<file path="src/hw/rtl/pla_pkg.sv">
// ----------------------------------------------------------------------------
// pla_pkg
// types and constants shared by the polyline length accumulator
// ----------------------------------------------------------------------------
package pla_pkg;

    localparam int COORD_BITS = 24;
    localparam int FRAC_BITS  = 8;
    localparam int CHAIN_BITS = 40;
    localparam int TOTAL_BITS = 48;

    // sum of two squares and the bit-serial root over it
    localparam int SQ_BITS    = 2 * COORD_BITS;
    localparam int RAD_BITS   = SQ_BITS + 1;
    localparam int ROOT_STEPS = (RAD_BITS + 1) / 2;
    localparam int RAD_PAD    = 2 * ROOT_STEPS;
    localparam int ROOT_BITS  = ROOT_STEPS;
    localparam int REM_BITS   = ROOT_BITS + 2;
    localparam int STEP_BITS  = $clog2(ROOT_STEPS);

    localparam int QUEUE_DEPTH = 2;
    localparam int QPTR_BITS   = $clog2(QUEUE_DEPTH);
    localparam int QCNT_BITS   = $clog2(QUEUE_DEPTH + 1);

    typedef struct packed {
        logic signed [COORD_BITS-1:0] point_x;
        logic signed [COORD_BITS-1:0] point_y;
        logic                         chain_start;
        logic                         chain_end;
        logic                         total_clear;
    } point_t;

    typedef struct packed {
        logic [CHAIN_BITS-1:0] chain_length;
        logic [TOTAL_BITS-1:0] total_length;
        logic                  saturated;
    } result_t;

    // classified work handed from front to back
    typedef struct packed {
        logic [COORD_BITS-1:0] dx;
        logic [COORD_BITS-1:0] dy;
        logic                  add_dist;
        logic                  restart;
        logic                  chain_end;
        logic                  total_clear;
    } job_t;

    typedef enum logic [2:0] {
        ST_IDLE,
        ST_MUL,
        ST_SUM,
        ST_ROOT,
        ST_CHAIN,
        ST_CLOSE
    } back_state_t;

endpackage

</file>
<file path="src/hw/rtl/pla_front.sv">
// ----------------------------------------------------------------------------
// pla_front
// takes points, tracks the previous point and classifies each request
// ----------------------------------------------------------------------------
module pla_front (
    input  logic            clk,
    input  logic            rst_n,
    input  logic            point_valid,
    output logic            point_stall,
    input  pla_pkg::point_t point,
    input  logic            job_full,
    output logic            job_push,
    output pla_pkg::job_t   job
);

    logic [pla_pkg::COORD_BITS-1:0] prev_x_reg, prev_x_next;
    logic [pla_pkg::COORD_BITS-1:0] prev_y_reg, prev_y_next;
    logic                           have_prev_reg, have_prev_next;
    logic signed [pla_pkg::COORD_BITS:0] diff_x, diff_y;
    logic [pla_pkg::COORD_BITS:0]        mag_x, mag_y;
    logic restart;

    assign point_stall = job_full;
    assign job_push    = point_valid && !job_full;

    always_comb
    begin
        diff_x = {point.point_x[pla_pkg::COORD_BITS-1], point.point_x}
               - {prev_x_reg[pla_pkg::COORD_BITS-1], prev_x_reg};
        diff_y = {point.point_y[pla_pkg::COORD_BITS-1], point.point_y}
               - {prev_y_reg[pla_pkg::COORD_BITS-1], prev_y_reg};
        mag_x = diff_x[pla_pkg::COORD_BITS] ? -diff_x : diff_x;
        mag_y = diff_y[pla_pkg::COORD_BITS] ? -diff_y : diff_y;
        // no open chain behaves like an explicit start
        restart = point.chain_start || !have_prev_reg;

        job.dx          = mag_x[pla_pkg::COORD_BITS-1:0];
        job.dy          = mag_y[pla_pkg::COORD_BITS-1:0];
        job.add_dist    = !restart;
        job.restart     = restart;
        job.chain_end   = point.chain_end;
        job.total_clear = point.total_clear;

        prev_x_next    = prev_x_reg;
        prev_y_next    = prev_y_reg;
        have_prev_next = have_prev_reg;
        if (job_push)
        begin
            prev_x_next    = point.point_x;
            prev_y_next    = point.point_y;
            have_prev_next = !point.chain_end;
        end
    end

    always_ff @(posedge clk or negedge rst_n)
    begin
        if (!rst_n)
        begin
            prev_x_reg    <= '0;
            prev_y_reg    <= '0;
            have_prev_reg <= 1'b0;
        end
        else
        begin
            prev_x_reg    <= prev_x_next;
            prev_y_reg    <= prev_y_next;
            have_prev_reg <= have_prev_next;
        end
    end

endmodule

</file>
<file path="src/hw/rtl/pla_fifo.sv">
// ----------------------------------------------------------------------------
// pla_fifo
// short request queue between the front and the back
// ----------------------------------------------------------------------------
module pla_fifo (
    input  logic          clk,
    input  logic          rst_n,
    input  logic          push,
    input  pla_pkg::job_t push_job,
    output logic          full,
    input  logic          pop,
    output logic          pop_valid,
    output pla_pkg::job_t pop_job
);

    pla_pkg::job_t entry_reg [pla_pkg::QUEUE_DEPTH];
    logic [pla_pkg::QPTR_BITS-1:0] wr_ptr_reg, wr_ptr_next;
    logic [pla_pkg::QPTR_BITS-1:0] rd_ptr_reg, rd_ptr_next;
    logic [pla_pkg::QCNT_BITS-1:0] count_reg, count_next;
    logic do_pop;

    assign full      = (count_reg == pla_pkg::QCNT_BITS'(pla_pkg::QUEUE_DEPTH));
    assign pop_valid = (count_reg != '0);
    assign pop_job   = entry_reg[rd_ptr_reg];
    assign do_pop    = pop && pop_valid;

    always_comb
    begin
        wr_ptr_next = wr_ptr_reg;
        rd_ptr_next = rd_ptr_reg;
        count_next  = count_reg;
        if (push)
        begin
            wr_ptr_next = (wr_ptr_reg == pla_pkg::QPTR_BITS'(pla_pkg::QUEUE_DEPTH - 1))
                        ? '0 : wr_ptr_reg + 1'b1;
        end
        if (do_pop)
        begin
            rd_ptr_next = (rd_ptr_reg == pla_pkg::QPTR_BITS'(pla_pkg::QUEUE_DEPTH - 1))
                        ? '0 : rd_ptr_reg + 1'b1;
        end
        if (push && !do_pop)
        begin
            count_next = count_reg + 1'b1;
        end
        else if (!push && do_pop)
        begin
            count_next = count_reg - 1'b1;
        end
    end

    always_ff @(posedge clk)
    begin
        if (push)
        begin
            entry_reg[wr_ptr_reg] <= push_job;
        end
    end

    always_ff @(posedge clk or negedge rst_n)
    begin
        if (!rst_n)
        begin
            wr_ptr_reg <= '0;
            rd_ptr_reg <= '0;
            count_reg  <= '0;
        end
        else
        begin
            wr_ptr_reg <= wr_ptr_next;
            rd_ptr_reg <= rd_ptr_next;
            count_reg  <= count_next;
        end
    end

endmodule

</file>
<file path="src/hw/rtl/pla_back.sv">
// ----------------------------------------------------------------------------
// pla_back
// squares, bit-serial root, saturating chain and grand sums, result register
// ----------------------------------------------------------------------------
module pla_back (
    input  logic             clk,
    input  logic             rst_n,
    input  logic             job_valid,
    input  pla_pkg::job_t    job,
    output logic             job_pop,
    output logic             result_valid,
    input  logic             result_stall,
    output pla_pkg::result_t result
);

    pla_pkg::back_state_t state_reg, state_next;
    pla_pkg::job_t        job_reg, job_next;

    logic [pla_pkg::SQ_BITS-1:0]    sq_x_reg, sq_x_next;
    logic [pla_pkg::SQ_BITS-1:0]    sq_y_reg, sq_y_next;
    logic [pla_pkg::RAD_PAD-1:0]    rad_reg, rad_next;
    logic [pla_pkg::REM_BITS-1:0]   rem_reg, rem_next;
    logic [pla_pkg::ROOT_BITS-1:0]  root_reg, root_next;
    logic [pla_pkg::STEP_BITS-1:0]  step_reg, step_next;
    logic [pla_pkg::CHAIN_BITS-1:0] chain_reg, chain_next;
    logic [pla_pkg::TOTAL_BITS-1:0] grand_reg, grand_next;
    logic                           ovf_reg, ovf_next;
    logic                           out_valid_reg, out_valid_next;
    pla_pkg::result_t               out_reg, out_next;

    logic [pla_pkg::RAD_BITS-1:0]   rad_sum;
    logic [pla_pkg::REM_BITS+1:0]   rem_sh, trial, rem_sub;
    logic [pla_pkg::ROOT_BITS:0]    seg_len;
    logic [pla_pkg::CHAIN_BITS:0]   chain_sum;
    logic [pla_pkg::TOTAL_BITS:0]   grand_sum;

    assign result_valid = out_valid_reg;
    assign result       = out_reg;

    always_comb
    begin
        state_next     = state_reg;
        job_next       = job_reg;
        sq_x_next      = sq_x_reg;
        sq_y_next      = sq_y_reg;
        rad_next       = rad_reg;
        rem_next       = rem_reg;
        root_next      = root_reg;
        step_next      = step_reg;
        chain_next     = chain_reg;
        grand_next     = grand_reg;
        ovf_next       = ovf_reg;
        out_valid_next = out_valid_reg;
        out_next       = out_reg;
        job_pop        = 1'b0;

        rad_sum = {1'b0, sq_x_reg} + {1'b0, sq_y_reg};
        rem_sh  = {rem_reg, rad_reg[pla_pkg::RAD_PAD-1 -: 2]};
        trial   = {2'b00, root_reg, 2'b01};
        rem_sub = rem_sh - trial;
        // round to nearest: bump when the remainder passes the root
        seg_len = {1'b0, root_reg}
                + {{pla_pkg::ROOT_BITS{1'b0}}, (rem_reg > {2'b00, root_reg})};
        chain_sum = {1'b0, chain_reg}
                  + {{(pla_pkg::CHAIN_BITS - pla_pkg::ROOT_BITS){1'b0}}, seg_len};
        grand_sum = {1'b0, grand_reg}
                  + {{(pla_pkg::TOTAL_BITS - pla_pkg::CHAIN_BITS + 1){1'b0}}, chain_reg};

        if (out_valid_reg && !result_stall)
        begin
            out_valid_next = 1'b0;
        end

        case (state_reg)
            pla_pkg::ST_IDLE:
            begin
                if (job_valid)
                begin
                    job_pop  = 1'b1;
                    job_next = job;
                    if (job.total_clear)
                    begin
                        grand_next = '0;
                        ovf_next   = 1'b0;
                    end
                    if (job.restart)
                    begin
                        chain_next = '0;
                    end
                    if (job.add_dist)
                    begin
                        state_next = pla_pkg::ST_MUL;
                    end
                    else if (job.chain_end)
                    begin
                        state_next = pla_pkg::ST_CLOSE;
                    end
                end
            end
            pla_pkg::ST_MUL:
            begin
                sq_x_next  = {{pla_pkg::COORD_BITS{1'b0}}, job_reg.dx}
                           * {{pla_pkg::COORD_BITS{1'b0}}, job_reg.dx};
                sq_y_next  = {{pla_pkg::COORD_BITS{1'b0}}, job_reg.dy}
                           * {{pla_pkg::COORD_BITS{1'b0}}, job_reg.dy};
                state_next = pla_pkg::ST_SUM;
            end
            pla_pkg::ST_SUM:
            begin
                rad_next   = {{(pla_pkg::RAD_PAD - pla_pkg::RAD_BITS){1'b0}}, rad_sum};
                rem_next   = '0;
                root_next  = '0;
                step_next  = pla_pkg::STEP_BITS'(pla_pkg::ROOT_STEPS - 1);
                state_next = pla_pkg::ST_ROOT;
            end
            pla_pkg::ST_ROOT:
            begin
                // one root bit per cycle, two radicand bits shifted in
                rad_next = {rad_reg[pla_pkg::RAD_PAD-3:0], 2'b00};
                if (rem_sh >= trial)
                begin
                    rem_next  = rem_sub[pla_pkg::REM_BITS-1:0];
                    root_next = {root_reg[pla_pkg::ROOT_BITS-2:0], 1'b1};
                end
                else
                begin
                    rem_next  = rem_sh[pla_pkg::REM_BITS-1:0];
                    root_next = {root_reg[pla_pkg::ROOT_BITS-2:0], 1'b0};
                end
                if (step_reg == '0)
                begin
                    state_next = pla_pkg::ST_CHAIN;
                end
                else
                begin
                    step_next = step_reg - 1'b1;
                end
            end
            pla_pkg::ST_CHAIN:
            begin
                if (chain_sum[pla_pkg::CHAIN_BITS])
                begin
                    chain_next = '1;
                    ovf_next   = 1'b1;
                end
                else
                begin
                    chain_next = chain_sum[pla_pkg::CHAIN_BITS-1:0];
                end
                state_next = job_reg.chain_end ? pla_pkg::ST_CLOSE : pla_pkg::ST_IDLE;
            end
            pla_pkg::ST_CLOSE:
            begin
                if (!(out_valid_reg && result_stall))
                begin
                    out_next.chain_length = chain_reg;
                    if (grand_sum[pla_pkg::TOTAL_BITS])
                    begin
                        grand_next             = '1;
                        ovf_next               = 1'b1;
                        out_next.total_length  = '1;
                        out_next.saturated     = 1'b1;
                    end
                    else
                    begin
                        grand_next             = grand_sum[pla_pkg::TOTAL_BITS-1:0];
                        out_next.total_length  = grand_sum[pla_pkg::TOTAL_BITS-1:0];
                        out_next.saturated     = ovf_reg;
                    end
                    out_valid_next = 1'b1;
                    chain_next     = '0;
                    state_next     = pla_pkg::ST_IDLE;
                end
            end
            default:
            begin
                state_next = pla_pkg::ST_IDLE;
            end
        endcase
    end

    always_ff @(posedge clk)
    begin
        job_reg  <= job_next;
        sq_x_reg <= sq_x_next;
        sq_y_reg <= sq_y_next;
        rad_reg  <= rad_next;
        rem_reg  <= rem_next;
        root_reg <= root_next;
        out_reg  <= out_next;
    end

    always_ff @(posedge clk or negedge rst_n)
    begin
        if (!rst_n)
        begin
            state_reg     <= pla_pkg::ST_IDLE;
            step_reg      <= '0;
            chain_reg     <= '0;
            grand_reg     <= '0;
            ovf_reg       <= 1'b0;
            out_valid_reg <= 1'b0;
        end
        else
        begin
            state_reg     <= state_next;
            step_reg      <= step_next;
            chain_reg     <= chain_next;
            grand_reg     <= grand_next;
            ovf_reg       <= ovf_next;
            out_valid_reg <= out_valid_next;
        end
    end

endmodule

</file>
<file path="src/hw/rtl/polyline_length_accumulator_unit.sv">
// ----------------------------------------------------------------------------
// polyline_length_accumulator_unit
// Euclidean length of polylines with a saturating grand total
// ----------------------------------------------------------------------------
// point channel: point_valid / point_stall carry one point request with
//   signed x,y (8 fraction bits) and the chain_start, chain_end and
//   total_clear flags. points queue in a two-entry buffer behind the front.
// result channel: result_valid / result_stall; one result per point with
//   chain_end set, giving the chain length, the grand total and the sticky
//   saturation flag.
// back end steps: a point that adds a segment passes through a pop, a squaring
//   step, a sum step, the one-bit-per-cycle square root and a chain add, plus
//   a close step when it ends a chain. a point with no segment only pops, and
//   then closes if it ends a chain. the back end pops the next point only
//   when it is back in idle.
// reset: asynchronous, active low; clears the previous point, both sums,
//   the saturation flag and all queued work.
// stall: a held result blocks the back end at its next close; the queue
//   then fills and point_stall rises.
// ----------------------------------------------------------------------------
module polyline_length_accumulator_unit (
    input  logic             clk,
    input  logic             rst_n,
    input  logic             point_valid,
    output logic             point_stall,
    input  pla_pkg::point_t  point,
    output logic             result_valid,
    input  logic             result_stall,
    output pla_pkg::result_t result
);

    logic          push, full, pop, pop_valid;
    pla_pkg::job_t push_job, pop_job;

    pla_front u_front (
        .clk         (clk),
        .rst_n       (rst_n),
        .point_valid (point_valid),
        .point_stall (point_stall),
        .point       (point),
        .job_full    (full),
        .job_push    (push),
        .job         (push_job)
    );

    pla_fifo u_fifo (
        .clk       (clk),
        .rst_n     (rst_n),
        .push      (push),
        .push_job  (push_job),
        .full      (full),
        .pop       (pop),
        .pop_valid (pop_valid),
        .pop_job   (pop_job)
    );

    pla_back u_back (
        .clk          (clk),
        .rst_n        (rst_n),
        .job_valid    (pop_valid),
        .job          (pop_job),
        .job_pop      (pop),
        .result_valid (result_valid),
        .result_stall (result_stall),
        .result       (result)
    );

endmodule

</file>
<file path="config.mk">
export PLATFORM = sky130hd
export DESIGN_NAME = polyline_length_accumulator_unit
export DESIGN_NICKNAME = d
export VERILOG_FILES = /design/src/hw/rtl/pla_pkg.sv /design/src/hw/rtl/pla_front.sv /design/src/hw/rtl/pla_fifo.sv /design/src/hw/rtl/pla_back.sv /design/src/hw/rtl/polyline_length_accumulator_unit.sv
export SDC_FILE = /design/constraint.sdc
export NUM_CORES = 2
export LEC_CHECK = 0
export BUFFER_PORTS_ARGS = -buffer_cell sky130_fd_sc_hd__buf_2
export CORE_MARGIN = 5
export CORE_UTILIZATION = 30
export DETAILED_ROUTE_END_ITERATION = 8
export SETUP_SLACK_MARGIN = 0.05
export SLEW_MARGIN = 0
export SYNTH_ARGS = -nofsm -noshare
export SYNTH_HDL_FRONTEND = slang
export SYNTH_SLANG_ARGS = --single-unit
</file>
<file path="constraint.sdc">
create_clock -name clk -period 9.4 [get_ports clk]
set_input_delay 1.88 -clock clk [delete_from_list [all_inputs] [get_ports clk]]
set_output_delay 1.88 -clock clk [all_outputs]
set_load 0.02 [all_outputs]
</file>
==> impl_metrics.yaml <==
outcome:
  outcome: "finished clean"
clock_tree:
  cts.path.max_buffers: 3
  numClockSinks: 589
  cts_tree: "built"
  clkLatencyLatePin_ns: 0.68
  postCtsResizedCells: 0
  clk_pin_slew_ns: 0.07
  numCtsBuffers: 67
  ctsHoldBuffers: 0
  htree_levels: 3
  postCtsSetupBuffers: 0
  cts-root-buf: "clkbuf_16"
die:
  core_area_mm2: 0.2146
  die_h_um: 474.3
  initial_core_util_pct: 30.13
  die_w_um: 474.3
  rows: 170
  dieArea_mm2: 0.2249
  pin_count: 146
layout:
  syn_to_final_growth_pct: 9.731
  drive_above_1_share_pct: 6.471
  fin_nets: 8073
  largest_reg_flops: 104
global_route:
  grt_first_pass_wirelength_um: 242700
  grt_use_total_pct: 13.11
  grt_pass1_vias: 46860
  antenna_found_initial: 6
  grt_max_degree: 100
  gr-total-overflow: 0
drt:
  vias_per_cell: 4.705
  drc: 0
  vias: 44770
  drt-total-wl_um: 146600
  dr.pass1.iters: 6
  routedWlPerCell_um: 15.40
  drt_iter0_markers: 2566
  ant_nets: 0
synth:
  yosysTopAreaCellShare_pct: 26.28
  synth_cell_types: 95
  yosysSeqAreaShare_pct: 26.18
  synth_edf_count: 438
  synth_most_common_cell: "inv_1"
  synthFlopType: "edfxtp_1"
  ys_top_cells_by_count: "1365 x inv_1, 849 x fa_1, 624 x nand2_1"
  ys_async_sr_fraction_pct: 25.64
  synth_cells: 6562
  ys.warnings.count: 0
  netlist_area_mm2: 0.06466
  synth_top_area_cell: "fa_1"
  ys_ff_latch: 589
  synthTopCellsByArea: "fa_1 26%, edfxtp_1 20%, ha_1 11%, inv_1 7.9%, dfrtp_1 5.8%"
  syn_area_per_cell_um2: 9.854
  synth_nets: 8012
worst_setup_path:
  cp_max_fo: 25
  cp.arrival_ns: 8.55
  startpoint_type: "flop"
  end_kind: "flop"
  reg2reg_depth: 25
  required_ns: 9.78
  path_class: "reg2reg"
timing:
  finalMaxSlewViolations: 0
  finalHoldViolations: 0
  period_needed_ns: 8.169
  slew_headroom_pct: 23.31
  rsz0062_at_grt: "no"
  max_freq_mhz: 122.4
  timing.final.crit_share_pct: 86.90
  setup_tns_ns: 0
  setup_violations: 0
  tightest_slew_ns: 1.118
  fin_worst_skew_ns: 0.04099
placed_design:
  place.detailed.hpwl_um: 117100
  portBuffers: 145
  place_congestion: 0.8791
worst_hold_path:
  holdPathStages: 2
  hold_path.class: "reg2reg"
job:
  cap_violations: 0
## worst paths after layout
check | startpoint | to | slack, ns
worst min-delay path | u_front.have_prev_reg$_DFFE_PN0P_ | u_front.have_prev_reg$_DFFE_PN0P_ | 0.48
max in group asynchronous | rst_n | u_front.prev_y_reg[15]$_DFFE_PN0P_ | 6.60
min in group asynchronous | rst_n | u_back.grand_reg[42]$_DFFE_PN0P_ | 1.32
worst max-delay path | u_back.job_reg[9]$_DFFE_PP_ | u_back.sq_y_reg[46]$_DFFE_PP_ | 1.23
worst min register to register | u_front.have_prev_reg$_DFFE_PN0P_ | u_front.have_prev_reg$_DFFE_PN0P_ | 0.48
worst max register to register | u_back.job_reg[9]$_DFFE_PP_ | u_back.sq_y_reg[46]$_DFFE_PP_ | 1.23
## cell usage in the layout, fill, tap and decap left out, drive strengths merged, types with 16 or more instances in the layout
cell type	n
o21bai	40
nor2b	46
a211oi	28
nand3	63
xor2	119
and3	31
nand4	36
mux2i	31
mux2	54
o21ai	258
clkbuf	75
nand2	624
ha	546
o31ai	21
clkinv	16
dfrtp	151
inv	1381
a22o	45
or3	16
xnor2	200
and2	243
a21oi	288
nor2	277
nand2b	39
a21o	132
buf	205
a31oi	44
nor3	54
fa	849
or2	18
edfxtp	438
o21a	47
## cell type report
class | instances | area, µm²
Timing Repair Buffer | 205 | 1182
Inverter | 1366 | 5130
Clock buffer | 75 | 1748
Tap cell | 2838 | 3551
Fill cell | 21770 | 143700
Clock inverter | 47 | 558.0
Sequential cell | 589 | 16930
Antenna cell | 2 | 5.005
Multi-Input combinational cell | 4394 | 41850
## cells by family (layout without fill, tap and decap cells)
| logic type | Yosys count | count (layout) | synth area share (%) |
|---|---|---|---|
| buffers and inverters | 1579 | 1693 | 9.197 |
| AO/OA/AOI/OAI | 1073 | 1073 | 10.75 |
| flip-flops | 589 | 589 | 26.18 |
| AND/OR/NAND/NOR | 1522 | 1522 | 11.27 |
| XOR/XNOR | 319 | 319 | 4.332 |
| multiplexers | 85 | 85 | 1.420 |
| other | 0 | 2 | 0 |
| adder cells (fa/ha/maj) | 1395 | 1395 | 36.85 |
## layer usage
| layer | global-route usage (%) | wire, µm |
|---|---|---|
| met5 | 0 | 13 |
| met4 | 3.188 | 3550 |
| met3 | 1.869 | 7051 |
| met2 | 21.97 | 69110 |
| met1 | 17.89 | 66860 |
## stage by stage
stage	setup WS, ns	util, %	cells	area (µm²)	hold WS [ns]
global route	0.8166	33.06	9515	70950	0.5158
detailed placement	1.320	31.98	9392	68640	0.4721
global placement	1.482	31.98	9392	68640	0.4640
finish	1.231	33.06	9516	70960	0.4811
floorplan	1.201	-	6562	64660	0.4509
CTS	1.270	33.06	9514	70950	0.4854
## critical path: stages (launching register included)
cell	delay (ns)
edfxtp_1	1.05
nand2_1	0.30
fa_1	0.59
inv_1	0.05
fa_1	0.46
fa_1	0.55
inv_1	0.06
fa_1	0.50
inv_1	0.05
fa_1	0.49
fa_1	0.49
inv_1	0.05
fa_1	0.47
inv_1	0.04
ha_1	0.36
a21o_1	0.20
a21oi_1	0.14
o21bai_1	0.10
a31oi_1	0.15
o21ai_0	0.11
buf_4	0.17
o31a_1	0.28
o2111ai_1	0.34
a41oi_1	0.22
mux2i_1	0.16
a2111oi_0	0.50
Power is not shown: default switching activity piles up to over one toggle a cycle in this logic, so the estimate is an artifact.
